<file path="src/design/cbq_pkg.sv">
// ----------------------------------------------------------------------------
// cbq_pkg
// Shared constants, control-word types and the microcode table of the
// cascaded biquad filter.
// ----------------------------------------------------------------------------
package cbq_pkg;

    // parameter defaults
    localparam int SECTIONS_DEF       = 4;
    localparam int SAMPLE_BITS_DEF    = 16;
    localparam int COEF_FRAC_BITS_DEF = 20;

    // fixed field widths
    localparam int COEF_WIDTH  = 24;
    localparam int DELAY_WIDTH = 32;
    localparam int SLOTS       = 5;
    localparam int SECTION_W   = 2;
    localparam int SLOT_W      = 3;
    localparam int COUNT_W     = 3;
    localparam int CFG_INDEX_W = 2;
    localparam int CFG_DATA_W  = 3;

    // item kinds
    localparam logic KIND_SAMPLE = 1'b0;
    localparam logic KIND_COEF   = 1'b1;

    // configuration register indexes
    localparam logic [CFG_INDEX_W-1:0] REG_SECTION_COUNT  = 2'd0;
    localparam logic [CFG_INDEX_W-1:0] REG_CLEAR_ON_WRITE = 2'd1;

    // coefficient slots
    localparam logic [SLOT_W-1:0] SLOT_B0 = 3'd0;
    localparam logic [SLOT_W-1:0] SLOT_B1 = 3'd1;
    localparam logic [SLOT_W-1:0] SLOT_B2 = 3'd2;
    localparam logic [SLOT_W-1:0] SLOT_A1 = 3'd3;
    localparam logic [SLOT_W-1:0] SLOT_A2 = 3'd4;

    // delay register select within a section
    localparam logic DLY_D0 = 1'b0;
    localparam logic DLY_D1 = 1'b1;

    // multiplier operand
    localparam logic SRC_X = 1'b0;
    localparam logic SRC_Y = 1'b1;

    typedef logic [1:0] acc_base_t;
    localparam acc_base_t BASE_ZERO = 2'd0;
    localparam acc_base_t BASE_ACC  = 2'd1;
    localparam acc_base_t BASE_DLY  = 2'd2;

    typedef logic [1:0] acc_term_t;
    localparam acc_term_t TERM_NONE = 2'd0;
    localparam acc_term_t TERM_ADD  = 2'd1;
    localparam acc_term_t TERM_SUB  = 2'd2;

    typedef logic [1:0] jump_t;
    localparam jump_t JMP_NONE          = 2'd0;
    localparam jump_t JMP_NO_SECTIONS   = 2'd1;
    localparam jump_t JMP_MORE_SECTIONS = 2'd2;

    localparam int PC_W = 4;
    typedef logic [PC_W-1:0] pc_t;

    // program entry points and jump targets
    localparam pc_t PC_SAMPLE  = 4'd0;
    localparam pc_t PC_SECTION = 4'd1;
    localparam pc_t PC_DONE    = 4'd10;
    localparam pc_t PC_COEF    = 4'd11;

    typedef struct packed {
        logic      mul_en;
        logic      mul_src;
        acc_base_t acc_base;
        acc_term_t acc_term;
        logic      y_ld;
        logic      x_from_y;
    } dp_ctl_t;

    localparam dp_ctl_t DP_HOLD = '{
        mul_en:   1'b0,
        mul_src:  SRC_X,
        acc_base: BASE_ACC,
        acc_term: TERM_NONE,
        y_ld:     1'b0,
        x_from_y: 1'b0
    };

    typedef struct packed {
        dp_ctl_t           dp;
        logic              coef_rd;
        logic [SLOT_W-1:0] coef_rslot;
        logic              dly_rd;
        logic              dly_rsel;
        logic              dly_wr;
        logic              dly_wsel;
        logic              coef_wr;
        logic              out_ld;
        jump_t             jump;
        pc_t               target;
        logic              last;
    } ctl_word_t;

    // One section is steps 1..9. Memory reads are registered, and
    // the read data holds until the next read on that port.
    function automatic ctl_word_t microcode(pc_t pc);
        ctl_word_t w;
        w            = '0;
        w.dp         = DP_HOLD;
        w.coef_rslot = SLOT_B0;
        w.jump       = JMP_NONE;
        w.target     = PC_SAMPLE;
        case (pc)
            4'd0:
            begin
                w.jump   = JMP_NO_SECTIONS;
                w.target = PC_DONE;
            end
            4'd1:
            begin
                w.coef_rd    = 1'b1;
                w.coef_rslot = SLOT_B0;
                w.dly_rd     = 1'b1;
                w.dly_rsel   = DLY_D0;
            end
            4'd2:
            begin
                // acc = d0, prod = b0*x
                w.dp.mul_en   = 1'b1;
                w.dp.mul_src  = SRC_X;
                w.dp.acc_base = BASE_DLY;
                w.coef_rd     = 1'b1;
                w.coef_rslot  = SLOT_B1;
                w.dly_rd      = 1'b1;
                w.dly_rsel    = DLY_D1;
            end
            4'd3:
            begin
                // acc = d0 + rnd(b0*x), prod = b1*x
                w.dp.mul_en   = 1'b1;
                w.dp.mul_src  = SRC_X;
                w.dp.acc_term = TERM_ADD;
                w.coef_rd     = 1'b1;
                w.coef_rslot  = SLOT_A1;
            end
            4'd4:
            begin
                // y = sat(acc), acc = d1 + rnd(b1*x)
                w.dp.y_ld     = 1'b1;
                w.dp.acc_base = BASE_DLY;
                w.dp.acc_term = TERM_ADD;
            end
            4'd5:
            begin
                w.dp.mul_en  = 1'b1;
                w.dp.mul_src = SRC_Y;
                w.coef_rd    = 1'b1;
                w.coef_rslot = SLOT_B2;
            end
            4'd6:
            begin
                w.dp.mul_en   = 1'b1;
                w.dp.mul_src  = SRC_X;
                w.dp.acc_term = TERM_SUB;
                w.coef_rd     = 1'b1;
                w.coef_rslot  = SLOT_A2;
            end
            4'd7:
            begin
                // new d0 out, acc = rnd(b2*x), prod = a2*y
                w.dly_wr      = 1'b1;
                w.dly_wsel    = DLY_D0;
                w.dp.mul_en   = 1'b1;
                w.dp.mul_src  = SRC_Y;
                w.dp.acc_base = BASE_ZERO;
                w.dp.acc_term = TERM_ADD;
            end
            4'd8:
            begin
                w.dp.acc_term = TERM_SUB;
            end
            4'd9:
            begin
                w.dly_wr      = 1'b1;
                w.dly_wsel    = DLY_D1;
                w.dp.x_from_y = 1'b1;
                w.jump        = JMP_MORE_SECTIONS;
                w.target      = PC_SECTION;
            end
            4'd10:
            begin
                w.out_ld = 1'b1;
                w.last   = 1'b1;
            end
            4'd11:
            begin
                w.coef_wr = 1'b1;
                w.last    = 1'b1;
            end
            default:
            begin
                w.last = 1'b1;
            end
        endcase
        return w;
    endfunction

endpackage

</file>
<file path="src/design/cascaded_biquad_iir_filter.sv">
// ----------------------------------------------------------------------------
// cascaded_biquad_iir_filter
// Cascade of second-order IIR sections, direct form II transposed, run by a
// microcoded sequencer over one shared multiply-accumulate datapath.
// ----------------------------------------------------------------------------
// A sample transfer occupies the block through all N active sections, N being the number
// of active sections (section_count clamped to SECTIONS, possibly zero): each
// section is a nine-step microprogram that pushes five products through the
// single shared multiplier and reads coefficients and delay state one word
// at a time from the coefficient and delay RAMs. A coefficient transfer runs only
// the write step at PC_COEF. in_ready is high whenever the sequencer is
// idle, also while a finished sample waits in the output register; the final
// step of the next sample holds until that register has been taken. Reset
// values of both stores come from per-entry valid bits, so there is no
// clearing pass after reset. section_count and clear_on_coef_write are
// written through the cfg port, which is always ready.
module cascaded_biquad_iir_filter #(
    parameter int SECTIONS       = cbq_pkg::SECTIONS_DEF,
    parameter int SAMPLE_BITS    = cbq_pkg::SAMPLE_BITS_DEF,
    parameter int COEF_FRAC_BITS = cbq_pkg::COEF_FRAC_BITS_DEF
) (
    input  logic                                     clk,
    input  logic                                     rst_n,
    input  logic                                     in_valid,
    output logic                                     in_ready,
    input  logic                                     kind,
    input  logic signed [SAMPLE_BITS-1:0]            sample_in,
    input  logic [cbq_pkg::SECTION_W-1:0]            section,
    input  logic [cbq_pkg::SLOT_W-1:0]               coef_slot,
    input  logic signed [cbq_pkg::COEF_WIDTH-1:0]    coef_value,
    output logic                                     out_valid,
    input  logic                                     out_ready,
    output logic signed [SAMPLE_BITS-1:0]            sample_out,
    input  logic                                     cfg_valid,
    output logic                                     cfg_ready,
    input  logic [cbq_pkg::CFG_INDEX_W-1:0]          cfg_index,
    input  logic [cbq_pkg::CFG_DATA_W-1:0]           cfg_data
);

    localparam int CW      = cbq_pkg::COEF_WIDTH;
    localparam int DW      = cbq_pkg::DELAY_WIDTH;
    localparam int CDEPTH  = SECTIONS * cbq_pkg::SLOTS;
    localparam int DDEPTH  = SECTIONS * 2;
    localparam int CADDR_W = (CDEPTH > 1) ? $clog2(CDEPTH) : 1;
    localparam int DADDR_W = (DDEPTH > 1) ? $clog2(DDEPTH) : 1;
    localparam int SIDX_W  = (SECTIONS > 1) ? $clog2(SECTIONS) : 1;
    localparam int AC_W    = 8;

    localparam logic signed [CW-1:0] COEF_ONE =
        (COEF_FRAC_BITS < CW - 1) ? (CW'(1) << COEF_FRAC_BITS) : {1'b0, {(CW-1){1'b1}}};

    // configuration
    logic [cbq_pkg::COUNT_W-1:0] section_count_reg;
    logic                        clear_reg;

    // sequencer
    logic                  busy_reg;
    cbq_pkg::pc_t          pc_reg;
    logic [SIDX_W-1:0]     sec_reg;
    cbq_pkg::ctl_word_t    cw;
    logic                  stall;
    logic                  step_en;
    logic                  no_sections;
    logic                  more_sections;
    logic                  jump_taken;
    logic                  accept;

    // latched coefficient item
    logic [cbq_pkg::SECTION_W-1:0] wsec_reg;
    logic [cbq_pkg::SLOT_W-1:0]    wslot_reg;
    logic signed [CW-1:0]          wcoef_reg;

    // stores
    logic [CDEPTH-1:0]     cvalid_reg;
    logic [DDEPTH-1:0]     dvalid_reg;
    logic                  cvld_q_reg;
    logic                  cslot0_q_reg;
    logic                  dvld_q_reg;
    logic [AC_W-1:0]       craddr_full;
    logic [AC_W-1:0]       cwaddr_full;
    logic [AC_W-1:0]       daddr_full;
    logic [AC_W-1:0]       dclr_full;
    logic [CADDR_W-1:0]    craddr;
    logic [CADDR_W-1:0]    cwaddr;
    logic [DADDR_W-1:0]    drwaddr;
    logic [DADDR_W-1:0]    dclr0;
    logic [DADDR_W-1:0]    dclr1;
    logic                  coef_we;
    logic                  coef_re;
    logic                  dly_we;
    logic                  dly_re;
    logic [CW-1:0]         coef_rdata;
    logic [DW-1:0]         dly_rdata;
    logic signed [CW-1:0]  coef_eff;
    logic signed [DW-1:0]  dly_eff;
    logic signed [DW-1:0]  dly_wdata;

    // datapath
    cbq_pkg::dp_ctl_t              dp_ctl;
    logic signed [SAMPLE_BITS-1:0] x_val;

    // output register
    logic                          out_valid_reg;
    logic signed [SAMPLE_BITS-1:0] sample_out_reg;

    assign accept    = in_valid && in_ready;
    assign in_ready  = !busy_reg;
    assign cfg_ready = 1'b1;

    assign cw      = cbq_pkg::microcode(pc_reg);
    assign stall   = cw.out_ld && out_valid_reg && !out_ready;
    assign step_en = busy_reg && !stall;

    assign no_sections   = (section_count_reg == '0);
    assign more_sections = ((int'(sec_reg) + 1) < int'(section_count_reg))
                           && ((int'(sec_reg) + 1) < SECTIONS);

    always_comb
    begin
        case (cw.jump)
            cbq_pkg::JMP_NO_SECTIONS:   jump_taken = no_sections;
            cbq_pkg::JMP_MORE_SECTIONS: jump_taken = more_sections;
            default:                    jump_taken = 1'b0;
        endcase
    end

    always_ff @(posedge clk or negedge rst_n)
    begin
        if (!rst_n)
        begin
            busy_reg <= 1'b0;
            pc_reg   <= cbq_pkg::PC_SAMPLE;
            sec_reg  <= '0;
        end
        else if (accept)
        begin
            busy_reg <= 1'b1;
            pc_reg   <= (kind == cbq_pkg::KIND_COEF) ? cbq_pkg::PC_COEF : cbq_pkg::PC_SAMPLE;
            sec_reg  <= '0;
        end
        else if (step_en)
        begin
            if (cw.last)
            begin
                busy_reg <= 1'b0;
            end
            if (jump_taken)
            begin
                pc_reg <= cw.target;
                if (cw.jump == cbq_pkg::JMP_MORE_SECTIONS)
                begin
                    sec_reg <= SIDX_W'(sec_reg + 1'b1);
                end
            end
            else
            begin
                pc_reg <= cbq_pkg::pc_t'(pc_reg + 1'b1);
            end
        end
    end

    always_ff @(posedge clk)
    begin
        if (accept)
        begin
            wsec_reg  <= section;
            wslot_reg <= coef_slot;
            wcoef_reg <= coef_value;
        end
    end

    // configuration writes
    always_ff @(posedge clk or negedge rst_n)
    begin
        if (!rst_n)
        begin
            section_count_reg <= cbq_pkg::COUNT_W'(1);
            clear_reg         <= 1'b1;
        end
        else if (cfg_valid && cfg_ready)
        begin
            case (cfg_index)
                cbq_pkg::REG_SECTION_COUNT:  section_count_reg <= cfg_data[cbq_pkg::COUNT_W-1:0];
                cbq_pkg::REG_CLEAR_ON_WRITE: clear_reg <= cfg_data[0];
                default:                     ;
            endcase
        end
    end

    // address generation
    assign craddr_full = AC_W'(sec_reg) * AC_W'(cbq_pkg::SLOTS) + AC_W'(cw.coef_rslot);
    assign cwaddr_full = AC_W'(wsec_reg) * AC_W'(cbq_pkg::SLOTS) + AC_W'(wslot_reg);
    assign daddr_full  = (AC_W'(sec_reg) << 1)
                         | AC_W'(cw.dly_wr ? cw.dly_wsel : cw.dly_rsel);
    assign dclr_full   = AC_W'(wsec_reg) << 1;
    assign craddr      = craddr_full[CADDR_W-1:0];
    assign cwaddr      = cwaddr_full[CADDR_W-1:0];
    assign drwaddr     = daddr_full[DADDR_W-1:0];
    assign dclr0       = dclr_full[DADDR_W-1:0];
    assign dclr1       = dclr0 | DADDR_W'(1);

    // out-of-range section or slot writes are dropped
    assign coef_we = step_en && cw.coef_wr && (int'(wsec_reg) < SECTIONS)
                     && (int'(wslot_reg) < cbq_pkg::SLOTS);
    assign coef_re = step_en && cw.coef_rd;
    assign dly_we  = step_en && cw.dly_wr;
    assign dly_re  = step_en && cw.dly_rd;

    cbq_ram #(
        .WIDTH (CW),
        .DEPTH (CDEPTH)
    ) u_coef_ram (
        .clk   (clk),
        .we    (coef_we),
        .waddr (cwaddr),
        .wdata (wcoef_reg),
        .re    (coef_re),
        .raddr (craddr),
        .rdata (coef_rdata)
    );

    cbq_ram #(
        .WIDTH (DW),
        .DEPTH (DDEPTH)
    ) u_delay_ram (
        .clk   (clk),
        .we    (dly_we),
        .waddr (drwaddr),
        .wdata (dly_wdata),
        .re    (dly_re),
        .raddr (drwaddr),
        .rdata (dly_rdata)
    );

    // valid bits stand in for the reset contents of both stores
    always_ff @(posedge clk or negedge rst_n)
    begin
        if (!rst_n)
        begin
            cvalid_reg   <= '0;
            dvalid_reg   <= '0;
            cvld_q_reg   <= 1'b0;
            cslot0_q_reg <= 1'b0;
            dvld_q_reg   <= 1'b0;
        end
        else
        begin
            if (coef_we)
            begin
                cvalid_reg[cwaddr] <= 1'b1;
                if (clear_reg)
                begin
                    dvalid_reg[dclr0] <= 1'b0;
                    dvalid_reg[dclr1] <= 1'b0;
                end
            end
            if (dly_we)
            begin
                dvalid_reg[drwaddr] <= 1'b1;
            end
            if (coef_re)
            begin
                cvld_q_reg   <= cvalid_reg[craddr];
                cslot0_q_reg <= (cw.coef_rslot == cbq_pkg::SLOT_B0);
            end
            if (dly_re)
            begin
                dvld_q_reg <= dvalid_reg[drwaddr];
            end
        end
    end

    assign coef_eff = cvld_q_reg ? coef_rdata : (cslot0_q_reg ? COEF_ONE : '0);
    assign dly_eff  = dvld_q_reg ? dly_rdata : '0;

    assign dp_ctl = step_en ? cw.dp : cbq_pkg::DP_HOLD;

    cbq_datapath #(
        .SAMPLE_BITS    (SAMPLE_BITS),
        .COEF_FRAC_BITS (COEF_FRAC_BITS)
    ) u_datapath (
        .clk       (clk),
        .ctl       (dp_ctl),
        .x_ld      (accept),
        .sample_in (sample_in),
        .coef      (coef_eff),
        .dly       (dly_eff),
        .x_val     (x_val),
        .dly_wdata (dly_wdata)
    );

    // output register
    always_ff @(posedge clk or negedge rst_n)
    begin
        if (!rst_n)
        begin
            out_valid_reg <= 1'b0;
        end
        else if (step_en && cw.out_ld)
        begin
            out_valid_reg <= 1'b1;
        end
        else if (out_ready)
        begin
            out_valid_reg <= 1'b0;
        end
    end

    always_ff @(posedge clk)
    begin
        if (step_en && cw.out_ld)
        begin
            sample_out_reg <= x_val;
        end
    end

    assign out_valid  = out_valid_reg;
    assign sample_out = sample_out_reg;

endmodule

</file>
<file path="src/design/cbq_ram.sv">
// ----------------------------------------------------------------------------
// cbq_ram
// Generic simple dual-port RAM, one write and one registered read port.
// ----------------------------------------------------------------------------
module cbq_ram #(
    parameter int WIDTH = 32,
    parameter int DEPTH = 8,
    localparam int AW   = (DEPTH > 1) ? $clog2(DEPTH) : 1
) (
    input  logic             clk,
    input  logic             we,
    input  logic [AW-1:0]    waddr,
    input  logic [WIDTH-1:0] wdata,
    input  logic             re,
    input  logic [AW-1:0]    raddr,
    output logic [WIDTH-1:0] rdata
);

    logic [WIDTH-1:0] mem [DEPTH];

    always_ff @(posedge clk)
    begin
        if (we)
        begin
            mem[waddr] <= wdata;
        end
        if (re)
        begin
            rdata <= mem[raddr];
        end
    end

endmodule

</file>
<file path="src/design/cbq_datapath.sv">
// ----------------------------------------------------------------------------
// cbq_datapath
// Shared multiplier, rounding, accumulator and saturation of the biquad
// sequencer.
// ----------------------------------------------------------------------------
module cbq_datapath #(
    parameter int SAMPLE_BITS    = cbq_pkg::SAMPLE_BITS_DEF,
    parameter int COEF_FRAC_BITS = cbq_pkg::COEF_FRAC_BITS_DEF
) (
    input  logic                                 clk,
    input  cbq_pkg::dp_ctl_t                     ctl,
    input  logic                                 x_ld,
    input  logic signed [SAMPLE_BITS-1:0]        sample_in,
    input  logic signed [cbq_pkg::COEF_WIDTH-1:0]  coef,
    input  logic signed [cbq_pkg::DELAY_WIDTH-1:0] dly,
    output logic signed [SAMPLE_BITS-1:0]        x_val,
    output logic signed [cbq_pkg::DELAY_WIDTH-1:0] dly_wdata
);

    localparam int PW    = cbq_pkg::COEF_WIDTH + SAMPLE_BITS;
    localparam int ACC_W = PW + 2;
    localparam int DW    = cbq_pkg::DELAY_WIDTH;

    localparam logic signed [PW-1:0] RND_HALF =
        {{(PW-1){1'b0}}, 1'b1} << (COEF_FRAC_BITS - 1);
    localparam logic signed [ACC_W-1:0] S_MAX =
        ({{(ACC_W-1){1'b0}}, 1'b1} << (SAMPLE_BITS - 1)) - {{(ACC_W-1){1'b0}}, 1'b1};
    localparam logic signed [ACC_W-1:0] S_MIN = -S_MAX - 1;
    localparam logic signed [ACC_W-1:0] D_MAX =
        ({{(ACC_W-1){1'b0}}, 1'b1} << (DW - 1)) - {{(ACC_W-1){1'b0}}, 1'b1};
    localparam logic signed [ACC_W-1:0] D_MIN = -D_MAX - 1;

    logic signed [SAMPLE_BITS-1:0] x_reg;
    logic signed [SAMPLE_BITS-1:0] y_reg;
    logic signed [PW-1:0]          prod_reg;
    logic signed [ACC_W-1:0]       acc_reg;

    logic signed [SAMPLE_BITS-1:0] mul_opnd;
    logic signed [PW-1:0]          prod_next;
    logic signed [PW-1:0]          rnd_val;
    logic signed [ACC_W-1:0]       term;
    logic signed [ACC_W-1:0]       base;
    logic signed [ACC_W-1:0]       acc_next;
    logic signed [SAMPLE_BITS-1:0] y_sat;

    assign mul_opnd  = (ctl.mul_src == cbq_pkg::SRC_Y) ? y_reg : x_reg;
    assign prod_next = PW'(coef) * PW'(mul_opnd);

    // round half up to the sample scale
    assign rnd_val = (prod_reg + RND_HALF) >>> COEF_FRAC_BITS;
    assign term    = ACC_W'(rnd_val);

    always_comb
    begin
        case (ctl.acc_base)
            cbq_pkg::BASE_ZERO: base = '0;
            cbq_pkg::BASE_DLY:  base = ACC_W'(dly);
            default:            base = acc_reg;
        endcase
        case (ctl.acc_term)
            cbq_pkg::TERM_ADD: acc_next = base + term;
            cbq_pkg::TERM_SUB: acc_next = base - term;
            default:           acc_next = base;
        endcase
    end

    always_comb
    begin
        if (acc_reg > S_MAX)
        begin
            y_sat = S_MAX[SAMPLE_BITS-1:0];
        end
        else if (acc_reg < S_MIN)
        begin
            y_sat = S_MIN[SAMPLE_BITS-1:0];
        end
        else
        begin
            y_sat = acc_reg[SAMPLE_BITS-1:0];
        end

        if (acc_reg > D_MAX)
        begin
            dly_wdata = D_MAX[DW-1:0];
        end
        else if (acc_reg < D_MIN)
        begin
            dly_wdata = D_MIN[DW-1:0];
        end
        else
        begin
            dly_wdata = acc_reg[DW-1:0];
        end
    end

    always_ff @(posedge clk)
    begin
        acc_reg <= acc_next;
        if (ctl.mul_en)
        begin
            prod_reg <= prod_next;
        end
        if (ctl.y_ld)
        begin
            y_reg <= y_sat;
        end
        if (x_ld)
        begin
            x_reg <= sample_in;
        end
        else if (ctl.x_from_y)
        begin
            x_reg <= y_reg;
        end
    end

    assign x_val = x_reg;

endmodule

</file>
<file path="config.mk">
export PLATFORM = sky130hd
export DESIGN_NAME = cascaded_biquad_iir_filter
export DESIGN_NICKNAME = d
export VERILOG_FILES = /design/src/design/cbq_pkg.sv /design/src/design/cascaded_biquad_iir_filter.sv /design/src/design/cbq_ram.sv /design/src/design/cbq_datapath.sv
export SDC_FILE = /design/constraint.sdc
export NUM_CORES = 2
export LEC_CHECK = 0
export ABC_CLOCK_PERIOD_IN_PS = 10900
export BUFFER_PORTS_ARGS = -buffer_cell sky130_fd_sc_hd__buf_2
export CAP_MARGIN = 10
export CORE_ASPECT_RATIO = 1.75
export CORE_MARGIN = 2
export CORE_UTILIZATION = 28
export DETAILED_ROUTE_END_ITERATION = 10
export MAX_ROUTING_LAYER = met4
export PLACE_DENSITY = 0.48
export SYNTH_ARGS = -nofsm -noshare
export SYNTH_HDL_FRONTEND = slang
export SYNTH_HIERARCHICAL = 1
export SYNTH_SLANG_ARGS = --single-unit
</file>
<file path="constraint.sdc">
create_clock -name clk -period 10.9 [get_ports clk]
set_clock_uncertainty 0.1 [all_clocks]
set_input_delay 0.545 -clock clk [delete_from_list [all_inputs] [get_ports clk]]
set_output_delay 0.545 -clock clk [all_outputs]
set_load 0.005 [all_outputs]
</file>
-- Word level (Yosys, flattened, before mapping)
Memory sizes are Yosys's and may differ from the RTL's. A register that Yosys moved wholly into a read port is not among the register bits.
Cells that the tools add are included.
- add/subtract/negate cells: 8
- $mul: 3
- order comparisons: 16
- eq/ne operators: 18
- multiplexer cells: 57
- bitwise operators: 7
- reduce and logical (&&, ||, !) cells: 38
- operators by type and width (kind ; count):
    $pmux W42 S2 ; 2
    $mux W32 ; 3
    $mux W16 ; 4
    $add A42 B20 Y42 ; 1
    $gt A42 B16 Y1 const B ; 1
    $gt A42 B32 Y1 const B ; 1
    $lt A42 B16 Y1 const B ; 1
    $lt A42 B32 Y1 const B ; 1
    $sub A42 B20 Y42 ; 1
    $add A40 B21 Y40 const B ; 1
    $mul A24 B16 Y40 ; 1
    $lt A32 B4 Y1 ; 1
    $mux W8 ; 4
    $mux W24 ; 1
    $mux W21 ; 1
    $mux W1 ; 20
    $or A20 B20 Y20 ; 1
    $pmux W2 S2 ; 5
    $pmux W4 S5 ; 1
    $and A8 B8 Y8 ; 2
    $eq A4 B3 Y1 const B ; 4
    $eq A4 B4 Y1 const B ; 4
    $mux W4 ; 4
    $logic_and A1 B1 Y1 ; 15
    other kinds (37) ; 67
- register bits: 202
- bits in writable memories: 736
- input port bits: 56
- logic and storage cells: 168
- memories: 2
- memories (name ; depth ; bits a word ; rd ports ; clocked after memory_dff ; wr ports ; RTL line ; source):
    u_coef_ram.mem ; 20 ; 24 ; 1 ; 1 ; 1 ; cbq_ram.sv:19 ; logic [WIDTH-1:0] mem [DEPTH];
    u_delay_ram.mem ; 8 ; 32 ; 1 ; 1 ; 1 ; cbq_ram.sv:19 ;

-- Depth between registers and ports, before layout
- depth after elaboration: 11
- mapped depth: 31

-- Hierarchy
Netlist, hierarchy kept.
- modules (own cells, without submodules) (module ; instances ; cells each ; area each (um2)):
    cbq_datapath ; 1 ; 2401 ; 21199.1
    cbq_ram at u_coef_ram ; 1 ; 1005 ; 19356.1
    cbq_ram at u_delay_ram ; 1 ; 415 ; 10786.6
    cascaded_biquad_iir_filter ; 1 ; 367 ; 4463.0

-- Worst setup path after synthesis
Ideal clock, no wire load.
- kind: register -> register
- from: register pc_reg[1]
- to: register u_datapath.prod_reg[39] (data pin)
- setup time: 0.174 ns
- arrival: 7.537 ns
- data required time: 10.626 ns
- setup slack: 3.089 ns
- stages on the path, launching flop included: 28
- path buffers: 4
- period minus slack after synthesis: 7.811 ns
- cells stage by stage: dfrtp_1 > inv_1 > ha_1 > clkbuf_1 > o211a_1 > buf_2 > buf_1 > mux2i_1 > clkbuf_1 > nor2_1 > fa_1 > fa_1 > fa_1 > fa_1 > fa_1 > inv_1 > fa_1 > inv_1 > ha_1 > a21o_1 > a21oi_1 > and2_1 > a31o_2 > a211oi_1 > o21ai_0 > a21oi_1 > nor4_1 > a311oi_1
- RTL lines (element ; RTL line ; source):
    start: declaration ; cascaded_biquad_iir_filter.sv:58 ; cbq_pkg::pc_t pc_reg;
    start signal: assignment ; cascaded_biquad_iir_filter.sv:132 ; pc_reg <= cbq_pkg::PC_SAMPLE;
    start signal: assignment ; cascaded_biquad_iir_filter.sv:138 ; pc_reg <= (kind == cbq_pkg::KIND_COEF) ? cbq_pkg::PC_COEF : cbq_pkg::PC_SAMPLE;
    start signal: assignment ; cascaded_biquad_iir_filter.sv:149 ; pc_reg <= cw.target;
    end signal: assignment ; cbq_datapath.sv:101 ; prod_reg <= prod_next;
    end: declaration ; cbq_datapath.sv:35 ; logic signed [PW-1:0] prod_reg;

==> run metrics <==
Max IR drop VDD=0.265 mV; Cell Rows=216; Routability Congestion=0.842; total of fill cells in the finished design=19.7k; startpoint-to-endpoint class of the critical path=flip-flop to flip-flop; endpoint kind of the worst setup timing path=flip-flop; leakage power=23.4 nW; post-route clock period utilization=0.845; Syn Area/Cell=13.3 sq um; outcome=completed; proportion of synthesized area in mux cells=0.0942; final hold viol count=0; Die Footprint=203000 sq um; highest fanout seen on the critical path=23; arrival time at the worst endpoint=9.56 ns; count of input and output buffers=73; class of the tightest hold or removal check=primary input to flip-flop; detail-routed net length per standard cell=21.7 microns; total number of H-tree levels=3; setup repair after global routing missed its margin=no; total routed wirelength=151000 microns; maximum number of pins on one net before global-route repair=97; most common cell after layout, fill and taps aside=edfxtp_1; via-per-instance ratio=4.75; number of nets with antenna violations after routing=0; final net count=4854; #FFs+latches synth=975; crit start category=flip-flop; die width=341 microns; TritonCTS sink count=975; Async SR Flop Fraction=0.0441; number of placed I/O pins=75; cts bufs inserted=95; placed wire-length estimate=104000 microns; clock transition at the registers of the reported paths=0.07 ns; total power per unit cell area=316 nW/um^2; global route total overflow=0; DR vias=33.0k; clock latency at the later pin of the worst-skew pair=0.70 ns; Tmin final=9.21 ns; Bufs on Longest Clock Path=3; count of maximum capacitance violations=0; detailed router's first-iteration violation count=1829; number of nets in the synthesized netlist=4784; Setup Viol. Count Final=0; Post-synth EDFFs=890; highest achievable clock rate=0.109 GHz; vertical die dimension=595 microns; Post-synth top flop=edfxtp_1; starting density of the core=0.282; global-route wire length before repair=226000 microns; Max-slew headroom=0.241; vias in the first global route=35.8k; First-pass DRT Iterations=6; synthesis-to-layout area growth=12.8%; number of max-slew violations in the final report=0; fraction of final layout cells with drive strength greater than 1=0.123; cell at the root of the clock tree=clkbuf_16; sequential area share after synthesis=0.513; clock tree from TritonCTS=built; data required time of the worst path=11.25 ns; core region area=198000 sq um; number of design rule violations left after detail routing=0; number of distinct library cells after synthesis=104; post-synthesis adder-cell area fraction=0.172; share of the synthesized area in compound gates (AO/OA/AOI/OAI)=0.0665; transition time of the tightest slew-check pin=1.13 ns; XOR/XNOR Fraction of Synth Area=0.0163; leading cell types in the layout, fill and taps excluded=edfxtp_1, inv_1, nand2_1; quantity of gates resized following cts=0; area of the mapped netlist=55800 sq um; Synth warnings=6; Final Core Density=0.318; largest family of logic cells by synthesized area=adder cells; initial antenna violation count=5; post-synthesis share of cell area spent on and, or, nand and nor gates=0.0876; aggregate global-route resource usage=0.153; number of flip-flops in the largest register=480; Fin Setup TNS=0 ns; gate count after technology mapping=4188
-- synthesized netlist by cell type, types with 54 or more instances --
library cell	instances	area, sq um
a21o_1	83	623
a21oi_1	91	455
and2_1	188	1180
clkbuf_1	135	507
edfxtp_1	890	26700
fa_1	376	7530
ha_1	164	2050
inv_1	473	1780
mux2_2	69	777
mux2i_1	215	2150
mux4_2	54	1220
nand2_1	434	1630
nor2_1	134	503
o21ai_0	64	320
xnor2_1	68	596
-- area by class of cell --
cell class / count / area, sq um / share of cell area
diodes: 4 / 10.0 / 0.000159
clock buffers: 115 / 2460 / 0.0391
clock inverters: 59 / 796 / 0.0126
inverters: 475 / 1780 / 0.0283
multi-input cells: 2529 / 24700 / 0.392
flip-flops and latches: 975 / 28600 / 0.455
well taps: 2616 / 3270 / 0.0520
repair buffers: 182 / 1320 / 0.0209
-- metal layers --
layer	up-vias	track usage	wire length, microns
met4	0	0.0636	6560
li1	14902	-	-
met5	-	-	0
met1	17157	0.161	56300
met3	290	0.0152	4420
met2	664	0.287	83800
-- worst paths after layout --
kind,from,endpoint,slack (ns),depth (start not counted)
worst max-delay path,pc_reg[2],u_datapath/prod_reg[33],1.69,23
worst min-delay path,sample_in[2],u_datapath/x_val[2],0.06,2
worst max register to register,pc_reg[2],u_datapath/prod_reg[33],1.69,23
worst min register to register,cvalid_reg[8],cvalid_reg[8],0.36,1
max in group asynchronous,rst_n,sec_reg[1],9.48,2
min in group asynchronous,rst_n,cvalid_reg[7],0.52,2
-- cells by family (layout without fill, tap and decap cells) --
group	count (synthesis)	count (layout)
AND/OR/NAND/NOR	987	987
other	1	5
multiplexers	382	382
flip-flops	975	975
AO/OA/AOI/OAI	517	517
buffers and inverters	684	831
XOR/XNOR	102	102
adder cells (fa/ha/maj)	540	540
-- report_power, final --
group | switching (mW) | leakage (nW) | internal, mW
combinational | 6.73 | 13.0 | 4.40
clock | 1.50 | 1.58 | 1.95
sequential | 0.403 | 8.88 | 4.92
total | 8.63 | 23.4 | 11.3
-- worst max-delay path: stages, from the launching register on --
cell	delay, ns
dfrtp_1	0.69
nor2b_1	0.34
o211a_1	0.89
mux2_2	0.74
nand2_1	0.20
inv_1	0.17
fa_1	0.59
fa_1	0.64
fa_1	0.44
fa_1	0.51
fa_1	0.56
inv_1	0.08
fa_1	0.54
inv_1	0.04
ha_1	0.37
a21o_1	0.18
a21o_1	0.16
a21oi_1	0.20
nor2b_1	0.21
nand2_1	0.06
o21ai_0	0.59
nor2_1	0.18
a31o_2	0.28
xor2_1	0.14
-- stage by stage --
stage	hold slack, ns	cells	power, mW	cell area [sq um]	setup slack, ns
finish	0.0600	6955	19.9	63000	1.69
global placement	0.333	6729	16.6	59200	1.79
detailed placement	0.345	6729	16.7	59200	1.77
floorplan	0.149	4188	13.5	55800	3.09
global route	0.0384	6954	21.5	62900	1.10
CTS	0.00578	6951	20.2	62900	1.73
-- what timing repair did --
item / in CTS / in global routing
hold buffers: 48 / 0
buffers inserted: 0 / 0
hold endpoints to repair: 89 / 0
No activity file was read; power rests on OpenSTA's default activity.
